===== config.mk =====
export PLATFORM = sky130hd
export DESIGN_NAME = integer_literal_scanner_top
export DESIGN_NICKNAME = d
export VERILOG_FILES = /design/src/hdl/ils_pkg.sv /design/src/hdl/integer_literal_scanner_top.sv
export SDC_FILE = /design/constraint.sdc
export NUM_CORES = 1
export LEC_CHECK = 0
export BUFFER_PORTS_ARGS = -buffer_cell sky130_fd_sc_hd__buf_2
export CAP_MARGIN = 20
export CORE_MARGIN = 5
export CORE_UTILIZATION = 32
export CTS_BUF_LIST = sky130_fd_sc_hd__clkbuf_8
export DETAILED_ROUTE_END_ITERATION = 12
export PLACE_DENSITY = 0.54
export SYNTH_ARGS = -nofsm -noshare
export SYNTH_HDL_FRONTEND = slang
export SYNTH_SLANG_ARGS = --single-unit

===== constraint.sdc =====
create_clock -name clock -period 5.9 [get_ports clock]
set_clock_uncertainty 0.2 [all_clocks]
set_input_delay 0.295 -clock clock [delete_from_list [all_inputs] [get_ports clock]]
set_output_delay 0.295 -clock clock [all_outputs]
set_load 0.005 [all_outputs]

===== src/hdl/ils_pkg.sv =====
// ----------------------------------------------------------------------------
// ils_pkg
// Shared types, character codes and helpers for the integer literal scanner.
// ----------------------------------------------------------------------------
package ils_pkg;

   // Default accumulator width
   localparam int ILS_VALUE_BITS = 32;

   // Result and field widths fixed by the interface
   localparam int ILS_CHAR_BITS  = 8;
   localparam int ILS_OUT_BITS   = 32;
   localparam int ILS_COUNT_BITS = 8;

   // Character codes
   localparam logic [7:0] CHAR_ZERO  = 8'h30;
   localparam logic [7:0] CHAR_ONE   = 8'h31;
   localparam logic [7:0] CHAR_NINE  = 8'h39;
   localparam logic [7:0] CHAR_MINUS = 8'h2d;
   localparam logic [7:0] CHAR_B_LO  = 8'h62;
   localparam logic [7:0] CHAR_X_LO  = 8'h78;
   localparam logic [7:0] CHAR_A_LO  = 8'h61;
   localparam logic [7:0] CHAR_F_LO  = 8'h66;
   localparam logic [7:0] CHAR_A_UP  = 8'h41;
   localparam logic [7:0] CHAR_F_UP  = 8'h46;

   // Scan phase
   typedef enum logic [3:0] {
      PH_DONE  = 4'd0,
      PH_START = 4'd1,
      PH_LEAD  = 4'd2,
      PH_ZERO  = 4'd3,
      PH_PRE_B = 4'd4,
      PH_PRE_X = 4'd5,
      PH_DEC   = 4'd6,
      PH_BIN   = 4'd7,
      PH_HEX   = 4'd8
   } phase_type;

   // Digit decode result
   typedef struct packed {
      logic       valid;
      logic [3:0] digit;
   } digit_type;

   // Decode a decimal digit
   function automatic digit_type dec_digit(input logic [7:0] c);
      digit_type d;
      d.valid = (c >= CHAR_ZERO) && (c <= CHAR_NINE);
      d.digit = c[3:0];
      return d;
   endfunction

   // Decode a hex digit in either case
   function automatic digit_type hex_digit(input logic [7:0] c);
      digit_type d;
      d.valid = 1'b0;
      d.digit = c[3:0];
      if ((c >= CHAR_ZERO) && (c <= CHAR_NINE)) begin
         d.valid = 1'b1;
      end else if (((c >= CHAR_A_LO) && (c <= CHAR_F_LO)) ||
                   ((c >= CHAR_A_UP) && (c <= CHAR_F_UP))) begin
         d.valid = 1'b1;
         d.digit = 4'(c[3:0] + 4'd9);
      end
      return d;
   endfunction

endpackage


===== src/hdl/integer_literal_scanner_top.sv =====
// ----------------------------------------------------------------------------
// integer_literal_scanner_top
// Result: registered; a result shows on rsp_* in the cycle after the request that ends it.
// Throughput: one character per cycle while the result slot is free or draining; the single-pass update sets the rate.
// Reset: synchronous; phase goes to done, sign_enable goes to 1.
// ----------------------------------------------------------------------------
module integer_literal_scanner_top #(
   parameter int VALUE_BITS = ils_pkg::ILS_VALUE_BITS
) (
   input  logic                                clock,
   input  logic                                reset,
   // request channel
   input  logic                                req_valid,
   output logic                                req_ready,
   input  logic [ils_pkg::ILS_CHAR_BITS-1:0]   req_char_in,
   input  logic                                req_first,
   // result channel
   output logic                                rsp_valid,
   input  logic                                rsp_ready,
   output logic                                rsp_ok,
   output logic signed [ils_pkg::ILS_OUT_BITS-1:0] rsp_value,
   output logic [ils_pkg::ILS_COUNT_BITS-1:0]  rsp_consumed,
   // configuration
   input  logic                                csr_valid,
   output logic                                csr_ready,
   input  logic                                csr_sign_enable
);

   localparam int CB = ils_pkg::ILS_COUNT_BITS;
   localparam int OB = ils_pkg::ILS_OUT_BITS;

   // Scan state
   ils_pkg::phase_type     phase_ff, phase_in;
   logic [VALUE_BITS-1:0]  acc_ff, acc_in;
   logic                   neg_ff, neg_in;
   logic [CB-1:0]          cnt_ff, cnt_in;
   logic                   sign_en_ff;

   // Result register
   logic                   rsp_valid_ff;
   logic                   rsp_ok_ff, rsp_ok_in;
   logic [OB-1:0]          rsp_value_ff, rsp_value_in;
   logic [CB-1:0]          rsp_cnt_ff, rsp_cnt_in;

   // Step signals
   logic                   req_fire;
   ils_pkg::phase_type     cur_phase;
   logic [VALUE_BITS-1:0]  cur_acc;
   logic                   cur_neg;
   logic [CB-1:0]          cur_cnt;
   ils_pkg::digit_type     dec_d, hex_d;
   logic                   bin_ok;
   logic [1:0]             cnt_inc;
   logic [CB:0]            cnt_sum;
   logic [CB-1:0]          cnt_sat;
   logic [VALUE_BITS-1:0]  acc_dec, acc_bin, acc_hex;
   logic [VALUE_BITS-1:0]  signed_acc;
   logic [OB-1:0]          ext_value;
   logic                   fin, fin_ok;

   // Accept a request whenever the result slot is free or draining
   assign req_ready = !rsp_valid_ff || rsp_ready;
   assign req_fire  = req_valid && req_ready;
   assign csr_ready = 1'b1;

   // Apply the start-of-scan clear ahead of the phase logic
   always_comb begin
      cur_phase = req_first ? ils_pkg::PH_START : phase_ff;
      cur_acc   = req_first ? '0 : acc_ff;
      cur_neg   = req_first ? 1'b0 : neg_ff;
      cur_cnt   = req_first ? '0 : cnt_ff;
   end

   // Decode the character
   assign dec_d  = ils_pkg::dec_digit(req_char_in);
   assign hex_d  = ils_pkg::hex_digit(req_char_in);
   assign bin_ok = (req_char_in == ils_pkg::CHAR_ZERO) || (req_char_in == ils_pkg::CHAR_ONE);

   // Accumulator updates
   assign acc_dec = (cur_acc << 3) + (cur_acc << 1) + VALUE_BITS'(dec_d.digit);
   assign acc_bin = (cur_acc << 1) + VALUE_BITS'(req_char_in[0]);
   assign acc_hex = (cur_acc << 4) + VALUE_BITS'(hex_d.digit);

   // Saturating character count
   assign cnt_sum = (CB+1)'(cur_cnt) + (CB+1)'(cnt_inc);
   assign cnt_sat = cnt_sum[CB] ? {CB{1'b1}} : cnt_sum[CB-1:0];
   assign cnt_in  = cnt_sat;

   // Negate, then sign-extend or cut to the result width
   assign signed_acc = cur_neg ? (VALUE_BITS'(0) - cur_acc) : cur_acc;
   generate
      if (VALUE_BITS >= OB) begin : g_cut
         assign ext_value = signed_acc[OB-1:0];
      end else begin : g_ext
         assign ext_value = {{(OB-VALUE_BITS){signed_acc[VALUE_BITS-1]}}, signed_acc};
      end
   endgenerate

   // Next phase
   always_comb begin
      phase_in = cur_phase;
      unique case (cur_phase)
         ils_pkg::PH_START: begin
            if (sign_en_ff && (req_char_in == ils_pkg::CHAR_MINUS)) begin
               phase_in = ils_pkg::PH_LEAD;
            end else if (req_char_in == ils_pkg::CHAR_ZERO) begin
               phase_in = ils_pkg::PH_ZERO;
            end else if (dec_d.valid) begin
               phase_in = ils_pkg::PH_DEC;
            end else begin
               phase_in = ils_pkg::PH_DONE;
            end
         end
         ils_pkg::PH_LEAD: begin
            if (req_char_in == ils_pkg::CHAR_ZERO) begin
               phase_in = ils_pkg::PH_ZERO;
            end else if (dec_d.valid) begin
               phase_in = ils_pkg::PH_DEC;
            end else begin
               phase_in = ils_pkg::PH_DONE;
            end
         end
         ils_pkg::PH_ZERO: begin
            if (req_char_in == ils_pkg::CHAR_B_LO) begin
               phase_in = ils_pkg::PH_PRE_B;
            end else if (req_char_in == ils_pkg::CHAR_X_LO) begin
               phase_in = ils_pkg::PH_PRE_X;
            end else begin
               phase_in = dec_d.valid ? ils_pkg::PH_DEC : ils_pkg::PH_DONE;
            end
         end
         ils_pkg::PH_DEC:   phase_in = dec_d.valid ? ils_pkg::PH_DEC : ils_pkg::PH_DONE;
         ils_pkg::PH_PRE_B: phase_in = bin_ok ? ils_pkg::PH_BIN : ils_pkg::PH_DONE;
         ils_pkg::PH_PRE_X: phase_in = hex_d.valid ? ils_pkg::PH_HEX : ils_pkg::PH_DONE;
         ils_pkg::PH_BIN:   phase_in = bin_ok ? ils_pkg::PH_BIN : ils_pkg::PH_DONE;
         ils_pkg::PH_HEX:   phase_in = hex_d.valid ? ils_pkg::PH_HEX : ils_pkg::PH_DONE;
         ils_pkg::PH_DONE:  phase_in = ils_pkg::PH_DONE;
         default:           phase_in = ils_pkg::PH_DONE;
      endcase
   end

   // Datapath and result per phase
   always_comb begin
      acc_in  = cur_acc;
      neg_in  = cur_neg;
      cnt_inc = 2'd0;
      fin     = 1'b0;
      fin_ok  = 1'b1;
      unique case (cur_phase)
         ils_pkg::PH_START, ils_pkg::PH_LEAD: begin
            if ((cur_phase == ils_pkg::PH_START) && sign_en_ff &&
                (req_char_in == ils_pkg::CHAR_MINUS)) begin
               neg_in  = 1'b1;
               cnt_inc = 2'd1;
            end else if (dec_d.valid) begin
               acc_in  = VALUE_BITS'(dec_d.digit);
               cnt_inc = 2'd1;
            end else begin
               fin    = 1'b1;
               fin_ok = 1'b0;
            end
         end
         ils_pkg::PH_ZERO, ils_pkg::PH_DEC: begin
            if ((cur_phase == ils_pkg::PH_ZERO) &&
                ((req_char_in == ils_pkg::CHAR_B_LO) ||
                 (req_char_in == ils_pkg::CHAR_X_LO))) begin
               cnt_inc = 2'd0;
            end else if (dec_d.valid) begin
               acc_in  = acc_dec;
               cnt_inc = 2'd1;
            end else begin
               fin = 1'b1;
            end
         end
         ils_pkg::PH_PRE_B: begin
            if (bin_ok) begin
               acc_in  = VALUE_BITS'(req_char_in[0]);
               cnt_inc = 2'd2;
            end else begin
               fin = 1'b1;
            end
         end
         ils_pkg::PH_PRE_X: begin
            if (hex_d.valid) begin
               acc_in  = VALUE_BITS'(hex_d.digit);
               cnt_inc = 2'd2;
            end else begin
               fin = 1'b1;
            end
         end
         ils_pkg::PH_BIN: begin
            if (bin_ok) begin
               acc_in  = acc_bin;
               cnt_inc = 2'd1;
            end else begin
               fin = 1'b1;
            end
         end
         ils_pkg::PH_HEX: begin
            if (hex_d.valid) begin
               acc_in  = acc_hex;
               cnt_inc = 2'd1;
            end else begin
               fin = 1'b1;
            end
         end
         ils_pkg::PH_DONE: begin
            fin = 1'b0;
         end
         default: begin
            fin = 1'b0;
         end
      endcase
      rsp_ok_in    = fin_ok;
      rsp_value_in = fin_ok ? ext_value : '0;
      rsp_cnt_in   = fin_ok ? cur_cnt : '0;
   end

   // Hold scan state and configuration
   always_ff @(posedge clock) begin
      if (reset) begin
         phase_ff   <= ils_pkg::PH_DONE;
         acc_ff     <= '0;
         neg_ff     <= 1'b0;
         cnt_ff     <= '0;
         sign_en_ff <= 1'b1;
      end else begin
         if (req_fire) begin
            phase_ff <= phase_in;
            acc_ff   <= acc_in;
            neg_ff   <= neg_in;
            cnt_ff   <= cnt_in;
         end
         if (csr_valid && csr_ready) begin
            sign_en_ff <= csr_sign_enable;
         end
      end
   end

   // Load the result register, drop it when taken
   always_ff @(posedge clock) begin
      if (reset) begin
         rsp_valid_ff <= 1'b0;
      end else if (req_fire && fin) begin
         rsp_valid_ff <= 1'b1;
      end else if (rsp_ready) begin
         rsp_valid_ff <= 1'b0;
      end
   end

   always_ff @(posedge clock) begin
      if (req_fire && fin) begin
         rsp_ok_ff    <= rsp_ok_in;
         rsp_value_ff <= rsp_value_in;
         rsp_cnt_ff   <= rsp_cnt_in;
      end
   end

   assign rsp_valid    = rsp_valid_ff;
   assign rsp_ok       = rsp_ok_ff;
   assign rsp_value    = rsp_value_ff;
   assign rsp_consumed = rsp_cnt_ff;

   // A failed scan reports zero value and zero count
   a_fail_zero: assert property (@(posedge clock) disable iff (reset)
      rsp_valid && !rsp_ok |-> (rsp_value == '0) && (rsp_consumed == '0))
      else $error("failed scan with nonzero payload");

   // A good literal always consumed at least one character
   a_ok_count: assert property (@(posedge clock) disable iff (reset)
      rsp_valid && rsp_ok |-> (rsp_consumed != '0))
      else $error("good literal with zero count");

   // A request ending a scan leaves the scanner done
   a_fin_done: assert property (@(posedge clock) disable iff (reset)
      req_fire && fin |=> (phase_ff == ils_pkg::PH_DONE) && rsp_valid)
      else $error("scan end did not reach done");

   // Characters while done produce no result
   a_done_quiet: assert property (@(posedge clock) disable iff (reset)
      req_fire && !req_first && (phase_ff == ils_pkg::PH_DONE)
      |=> rsp_valid == $past(rsp_valid && !rsp_ready))
      else $error("result produced while done");

   // A start character never leaves the scanner in the start phase
   a_start_moves: assert property (@(posedge clock) disable iff (reset)
      req_fire && req_first |=> (phase_ff != ils_pkg::PH_START))
      else $error("scanner stuck in start");

endmodule


After elaboration in Yosys (flattened, before gate mapping)
Index checks and enable logic that the tools add are counted.
{ "word_totals": {"regBits": 88, "latch_bits": 0, "mem_bits_rw": 0, "mem_bits_ro": 0, "input_bits": 15, "output_inout_bits": 44, "word_cells": 101, "n_memories": 0} }
{ "classes": {"addsub": 7, "n_mul": 0, "div": 0, "n_lt_le_gt_ge": 6, "eq_ne": 13, "shift": 0, "muxes": 47, "n_bitwise": 0, "reduce_logical": 19} }
{ "op_table": {"columns": ["op", "count"], "rows": [
  ["2-to-1 mux 32 bit", 10],
  ["one-hot mux 32 bit (6 select lines)", 1],
  ["adder 32 x 4 -> 32 bit", 2],
  ["adder 32 x 1 -> 32 bit", 1],
  ["adder 32 bit", 1],
  ["subtractor 1 x 32 -> 32 bit, first input constant", 1],
  ["equality test 8 x 6 -> 1 bit, second input constant", 3],
  ["one-hot mux 4 bit (6 select lines)", 1],
  ["2-to-1 mux 4 bit", 5],
  ["2-to-1 mux 1 bit", 18],
  ["equality test 4 x 3 -> 1 bit, second input constant", 4],
  ["equality test 8 x 7 -> 1 bit, second input constant", 2],
  ["greater-or-equal comparator 8 x 7 -> 1 bit, second input constant", 2],
  ["less-or-equal comparator 8 x 7 -> 1 bit, second input constant", 2],
  ["2-to-1 mux 8 bit", 2],
  ["2-to-1 mux 3 bit", 4],
  ["one-hot mux 2 bit (6 select lines)", 1],
  ["adder 8 x 2 -> 9 bit", 1],
  ["logical AND 1 bit", 9],
  ["equality test 4 x 2 -> 1 bit, second input constant", 2],
  ["greater-or-equal comparator 8 x 6 -> 1 bit, second input constant", 1],
  ["less-or-equal comparator 8 x 6 -> 1 bit, second input constant", 1],
  ["OR reduction 2 bit", 4],
  ["2-to-1 mux 2 bit", 3],
  ["8 further kinds", 11]
]} }

Longest topological paths before layout
{ "depth": {"depth_word": 9, "mapped_depth": 19, "depth_no_buf": 18} }

Worst setup path before layout
Ideal clock, no wire load.
{ "synth_timing": {"path_kind": "input -> register", "startpoint": "input req_first", "endpoint": "register acc_ff[28]", "setup_time_ps": 132, "arrival_ps": 3633, "t_required_ps": 5568, "slack_ps": 1935, "path_stages": 17, "n_path_buf": 4, "path_cell_list": "clkbuf_1 > clkbuf_1 > buf_2 > nor2b_1 > clkbuf_1 > xor2_1 > ha_1 > a21o_1 > ha_1 > a21oi_1 > o211a_1 > or2_1 > a2111oi_0 > o21ai_0 > xnor2_1 > a221oi_1 > nor3_1"} }
{ "synth_via": {"elab_chain_len": 6, "word_cells_on_any_way": 28, "classes_between": "add/sub (4); eq/ne (8); mux (11); reduce/logical (5)"} }
{ "synth_lines": {"columns": ["element", "line_no", "text"], "rows": [
  ["start, declared", "integer_literal_scanner_top.sv:16", "input logic req_first,"],
  ["2-to-1 mux 32 bit / 2-to-1 mux 4 bit (equally long branches)", "integer_literal_scanner_top.sv:69, integer_literal_scanner_top.sv:68", null],
  ["adder 32 bit / equality test 4 x 1 -> 1 bit (equally long branches)", "integer_literal_scanner_top.sv:80, integer_literal_scanner_top.sv:149, integer_literal_scanner_top.sv:151", null],
  ["adder 32 x 4 -> 32 bit / logical AND 1 bit (equally long branches)", "integer_literal_scanner_top.sv:80, integer_literal_scanner_top.sv:151", null],
  ["2-to-1 mux 32 bit / logical AND 1 bit (equally long branches)", "integer_literal_scanner_top.sv:168, integer_literal_scanner_top.sv:151", null],
  ["2-to-1 mux 32 bit, on equally long branches", "integer_literal_scanner_top.sv:164, integer_literal_scanner_top.sv:151", null],
  ["one-hot mux 32 bit (6 select lines) *", "integer_literal_scanner_top.sv:149", "unique case (cur_phase)"],
  ["end signal, assigned", "integer_literal_scanner_top.sv:230", "acc_ff <= acc_in;"],
  ["end, declared", "integer_literal_scanner_top.sv:34", "logic [VALUE_BITS-1:0] acc_ff, acc_in;"]
]} }
Mark *: on every way between the ends. The rest lies on a longest branch, timed or not.
A chain may end at the register's enable or synchronous reset.

Worst setup path after layout
{ "layout_timing": {"startpoint": "register phase_ff[0]", "endpoint": "register cnt_ff[3]"} }
{ "layout_via": {"elab_chain_len": 8, "word_cells_on_any_way": 19, "classes_between": "add/sub (1); eq/ne (8); mux (5); reduce/logical (5)"} }
{ "layout_lines": {"columns": ["element", "line_no", "text"], "rows": [
  ["start, declared", "integer_literal_scanner_top.sv:33", "ils_pkg::phase_type phase_ff, phase_in;"],
  ["start signal, assigned", "integer_literal_scanner_top.sv:222", "phase_ff <= ils_pkg::PH_DONE;"],
  ["start signal, assigned", "integer_literal_scanner_top.sv:229", "phase_ff <= phase_in;"],
  ["2-to-1 mux 4 bit *", "integer_literal_scanner_top.sv:68", "cur_phase = req_first ? ils_pkg::PH_START : phase_ff;"],
  ["equality test 4 x 1 -> 1 bit", "integer_literal_scanner_top.sv:149, integer_literal_scanner_top.sv:151", null],
  ["logical AND 1 bit (2 in series)", "integer_literal_scanner_top.sv:151", "if ((cur_phase == ils_pkg::PH_START) && sign_en_ff &&"],
  ["2-to-1 mux 1 bit", "integer_literal_scanner_top.sv:151", null],
  ["one-hot mux 2 bit (6 select lines) *", "integer_literal_scanner_top.sv:149", null],
  ["adder 8 x 2 -> 9 bit *", "integer_literal_scanner_top.sv:85", "assign cnt_sum = (CB+1)'(cur_cnt) + (CB+1)'(cnt_inc);"],
  ["2-to-1 mux 8 bit *", "integer_literal_scanner_top.sv:86", "assign cnt_sat = cnt_sum[CB] ? {CB{1'b1}} : cnt_sum[CB-1:0];"],
  ["end signal, assigned", "integer_literal_scanner_top.sv:232", "cnt_ff <= cnt_in;"],
  ["end, declared", "integer_literal_scanner_top.sv:36", "logic [CB-1:0] cnt_ff, cnt_in;"]
]} }
Marks and branches as above.

==> flow_summary.ini <==
[outcome]
outcome = complete, no violations

[clock_tree]
clock_path_buffers = 2
cts_tree = yes
cts-root-buf = clkbuf_8
cts_resized = 0
htreeDepth = 3
clkSlewWorstSetupHoldPaths_ns = 0.10
clk_latency_ns = 0.38
clock_sinks = 88
cts-buffers-inserted = 9

[synthesis]
syn_nets = 1012
synth-main-ff-cell = dfxtp_1
synth_area_um2 = 7530
async_flop_share = 0
yosysWarningCount = 0
ys_ff_latch = 88
synth_cell_type_count = 81
syn-instance-count = 931
synth_top_area_cell = edfxtp_1
synth_area_per_cell_um2 = 8.08
synth_top_area_share = 0.164
ys_seq_area_frac = 0.289
synth-edff-count = 41
synth.area.top_cells = edfxtp_1 16%, dfxtp_1 13%, ha_1 11%

[power_and_ir_drop]
swShare = 0.317
leakage_nw = 3.35
p_clk_frac = 0.321
power_density_nw_per_um2 = 184
switching_power_mw = 0.484
ir_worst_vdd_mv = 0.117
power_mw = 1.52
comb_power_share = 0.213
seqPwrFrac = 0.466
p_int_mw = 1.04

[route]
num_vias = 7008
via_per_inst = 5.48
ant_nets = 0
dr.pass1.iters = 7
wl_um = 21300
drt_iter0_drc = 551
route.detailed.drc = 0
drt-wirelength-per-cell_um = 16.7

[floorplanning]
die_w_um = 163
start_util = 0.323
rows = 56
io_pins = 59
dieArea_um2 = 26700
core_um2 = 23300
die_h_um = 163

[worst_setup_path]
worstReg2RegEnd = cnt_ff[3]$_SDFFE_PP0P_
cp-start-kind = flip-flop
crit_top_cell = nand2_1
end_kind = flip-flop
critPathMaxStageDelay_ns = 0.65
critical_path_class = flip-flop to flip-flop
crit_chain = or3b_1 > nor3_1 > nand2_1 > nand3_1 > ha_1 > inv_1 > fa_1 > nor3b_1 > and2_1 > and3_1 > nand2_1 > o21ai_1 > o21ai_0 > a211oi_1
crit_fanout = 13
ff2ff_path_depth = 14
required_ns = 6.00
worstPathArrival_ns = 4.73
crit_slowest_cell = nor3_1
timing.rr.start = phase_ff[0]$_SDFFE_PP0P_
r2r_setup_slack_ns = 1.26

[timing]
rsz0062_at_grt = false
finalHoldViolCount = 0
period_minus_slack_ns = 4.64
fin_crit_sh = 0.786
fin_hold_ws_ns = 0.0466
worst_slew_pin_slew_ns = 1.09
report.final.slew_viol_count = 0
setup_tns_ns = 0
fmaxAchievable_ghz = 0.216
relSlewSlack = 0.271
setup_violations = 0

[placement]
placed_cell_area_um2 = 8040
place.gp.congestion = 0.875
io_buffers = 57
hpwl_um = 16000

[grt]
grt_max_degree = 52
grt_pass1_vias = 6270
grt_first_pass_wirelength_um = 34300
grt_use_total = 0.156
antenna_found_initial = 0
overflow = 0

[finish]
postLayoutCoreUtil = 0.355
fin_nets = 1037
diodes = 0
drive_gt1_frac = 0.111
area_growth_syn_to_layout_pct = 10.0
postLayoutCellArea_um2 = 8280

[min_path]
min_path_cells = 3
worstHoldStart = rsp_ready
hp-class = input pin to flip-flop
min_to = rsp_valid$_SDFFE_PP0P_

[flow_run]
drv_cap = 0
registers in the layout (all words and copies together), names as in the netlist:
signal        flops
cnt_ff            8
neg_ff            1
rsp_consumed      8
rsp_ok            1
rsp_value        32
acc_ff           32
sign_en_ff        1
phase_ff          4
rsp_valid         1
cell type report:
cell class | instances | area (um2)
fill | 2418 | 15100
multi-input combinational | 761 | 5010
sequential | 88 | 2170
tap | 319 | 399
timing repair buffer | 67 | 365
clock buffer | 9 | 124
inverter | 29 | 109
clock inverter | 7 | 101
repair_timing:
| action | in CTS | in global routing |
|---|---|---|
| hold buffers | 2 | 0 |
| buffers inserted | 0 | 0 |
| endpoints found under the hold margin | 1 | 0 |
per-layer routing:
layer | up-vias | track usage | wire, um
met5 | - | 0 | 0
met4 | 0 | 0.0316 | 302
met3 | 24 | 0.0194 | 1050
met2 | 200 | 0.232 | 9130
met1 | 3314 | 0.241 | 10800
li1 | 3470 | - | -
power by group through the flow:
stage	registers, mW	logic [mW]	clock network, mW
floorplan	0.715	0.233	0
CTS	0.710	0.322	0.498
global route	0.716	0.360	0.521
finish	0.710	0.324	0.489
detailed placement	0.724	0.320	0
global placement	0.724	0.319	0
cell usage after synthesis, types with 15 or more instances:
master / count
nand2_1: 74
xnor2_1: 19
clkbuf_1: 40
nand3_1: 18
dfxtp_1: 47
xor2_1: 37
o21ai_0: 62
nor2_1: 125
ha_1: 64
inv_1: 29
nor2b_1: 26
edfxtp_1: 41
a21o_1: 15
nor3_1: 28
a221oi_1: 18
a21oi_1: 72
kinds of logic after synthesis:
kind of cell | share of synthesized area
xor gates and xnor gates | 0.0652
DFF | 0.289
AOI/OAI and AO/OA | 0.256
and+or+nand+nor | 0.230
buffers and inverters | 0.0457
other | 0.000498
muxes | 0.00283
adders and majority gates | 0.112
worst max-delay path, delay by kind of cell (launching register included):
| family | cells | cell delay, ns |
|---|---|---|
| fa+ha+maj | 2 | 0.58 |
| compound gates | 3 | 0.83 |
| simple gates | 8 | 2.40 |
| flops | 1 | 0.48 |
| buf+inv | 1 | 0.06 |
per-stage QoR:
stage | setup WS, ns | std cells
finish | 1.26 | 1280
global route | 0.984 | 1280
CTS | 1.40 | 1280
detailed placement | 1.32 | 1262
global placement | 1.50 | 1262
floorplan | 1.93 | 931
how the worst max path moves through the flow:
stage	startpoint	endpoint	cells after the start
floorplan	req_first	acc_ff[28]$_SDFFE_PP0P_	17
global placement	req_char_in[0]	cnt_ff[3]$_SDFFE_PP0P_	18
detailed placement	req_char_in[0]	cnt_ff[3]$_SDFFE_PP0P_	18
CTS	phase_ff[0]$_SDFFE_PP0P_	cnt_ff[3]$_SDFFE_PP0P_	14
global route	phase_ff[1]$_SDFFE_PP0P_	cnt_ff[3]$_SDFFE_PP0P_	16
finish	phase_ff[0]$_SDFFE_PP0P_	cnt_ff[3]$_SDFFE_PP0P_	14
cells in the final DEF, fill, tap and decap left out, types with 19 or more instances in the layout:
master	count
a21oi_1	72
buf_2	57
dfxtp_1	47
edfxtp_1	41
ha_1	64
inv_1	29
nand2_1	74
nor2_1	125
nor2b_1	26
nor3_1	28
o21ai_0	62
xnor2_1	19
xor2_1	37
(Power assumes the default switching activity.)
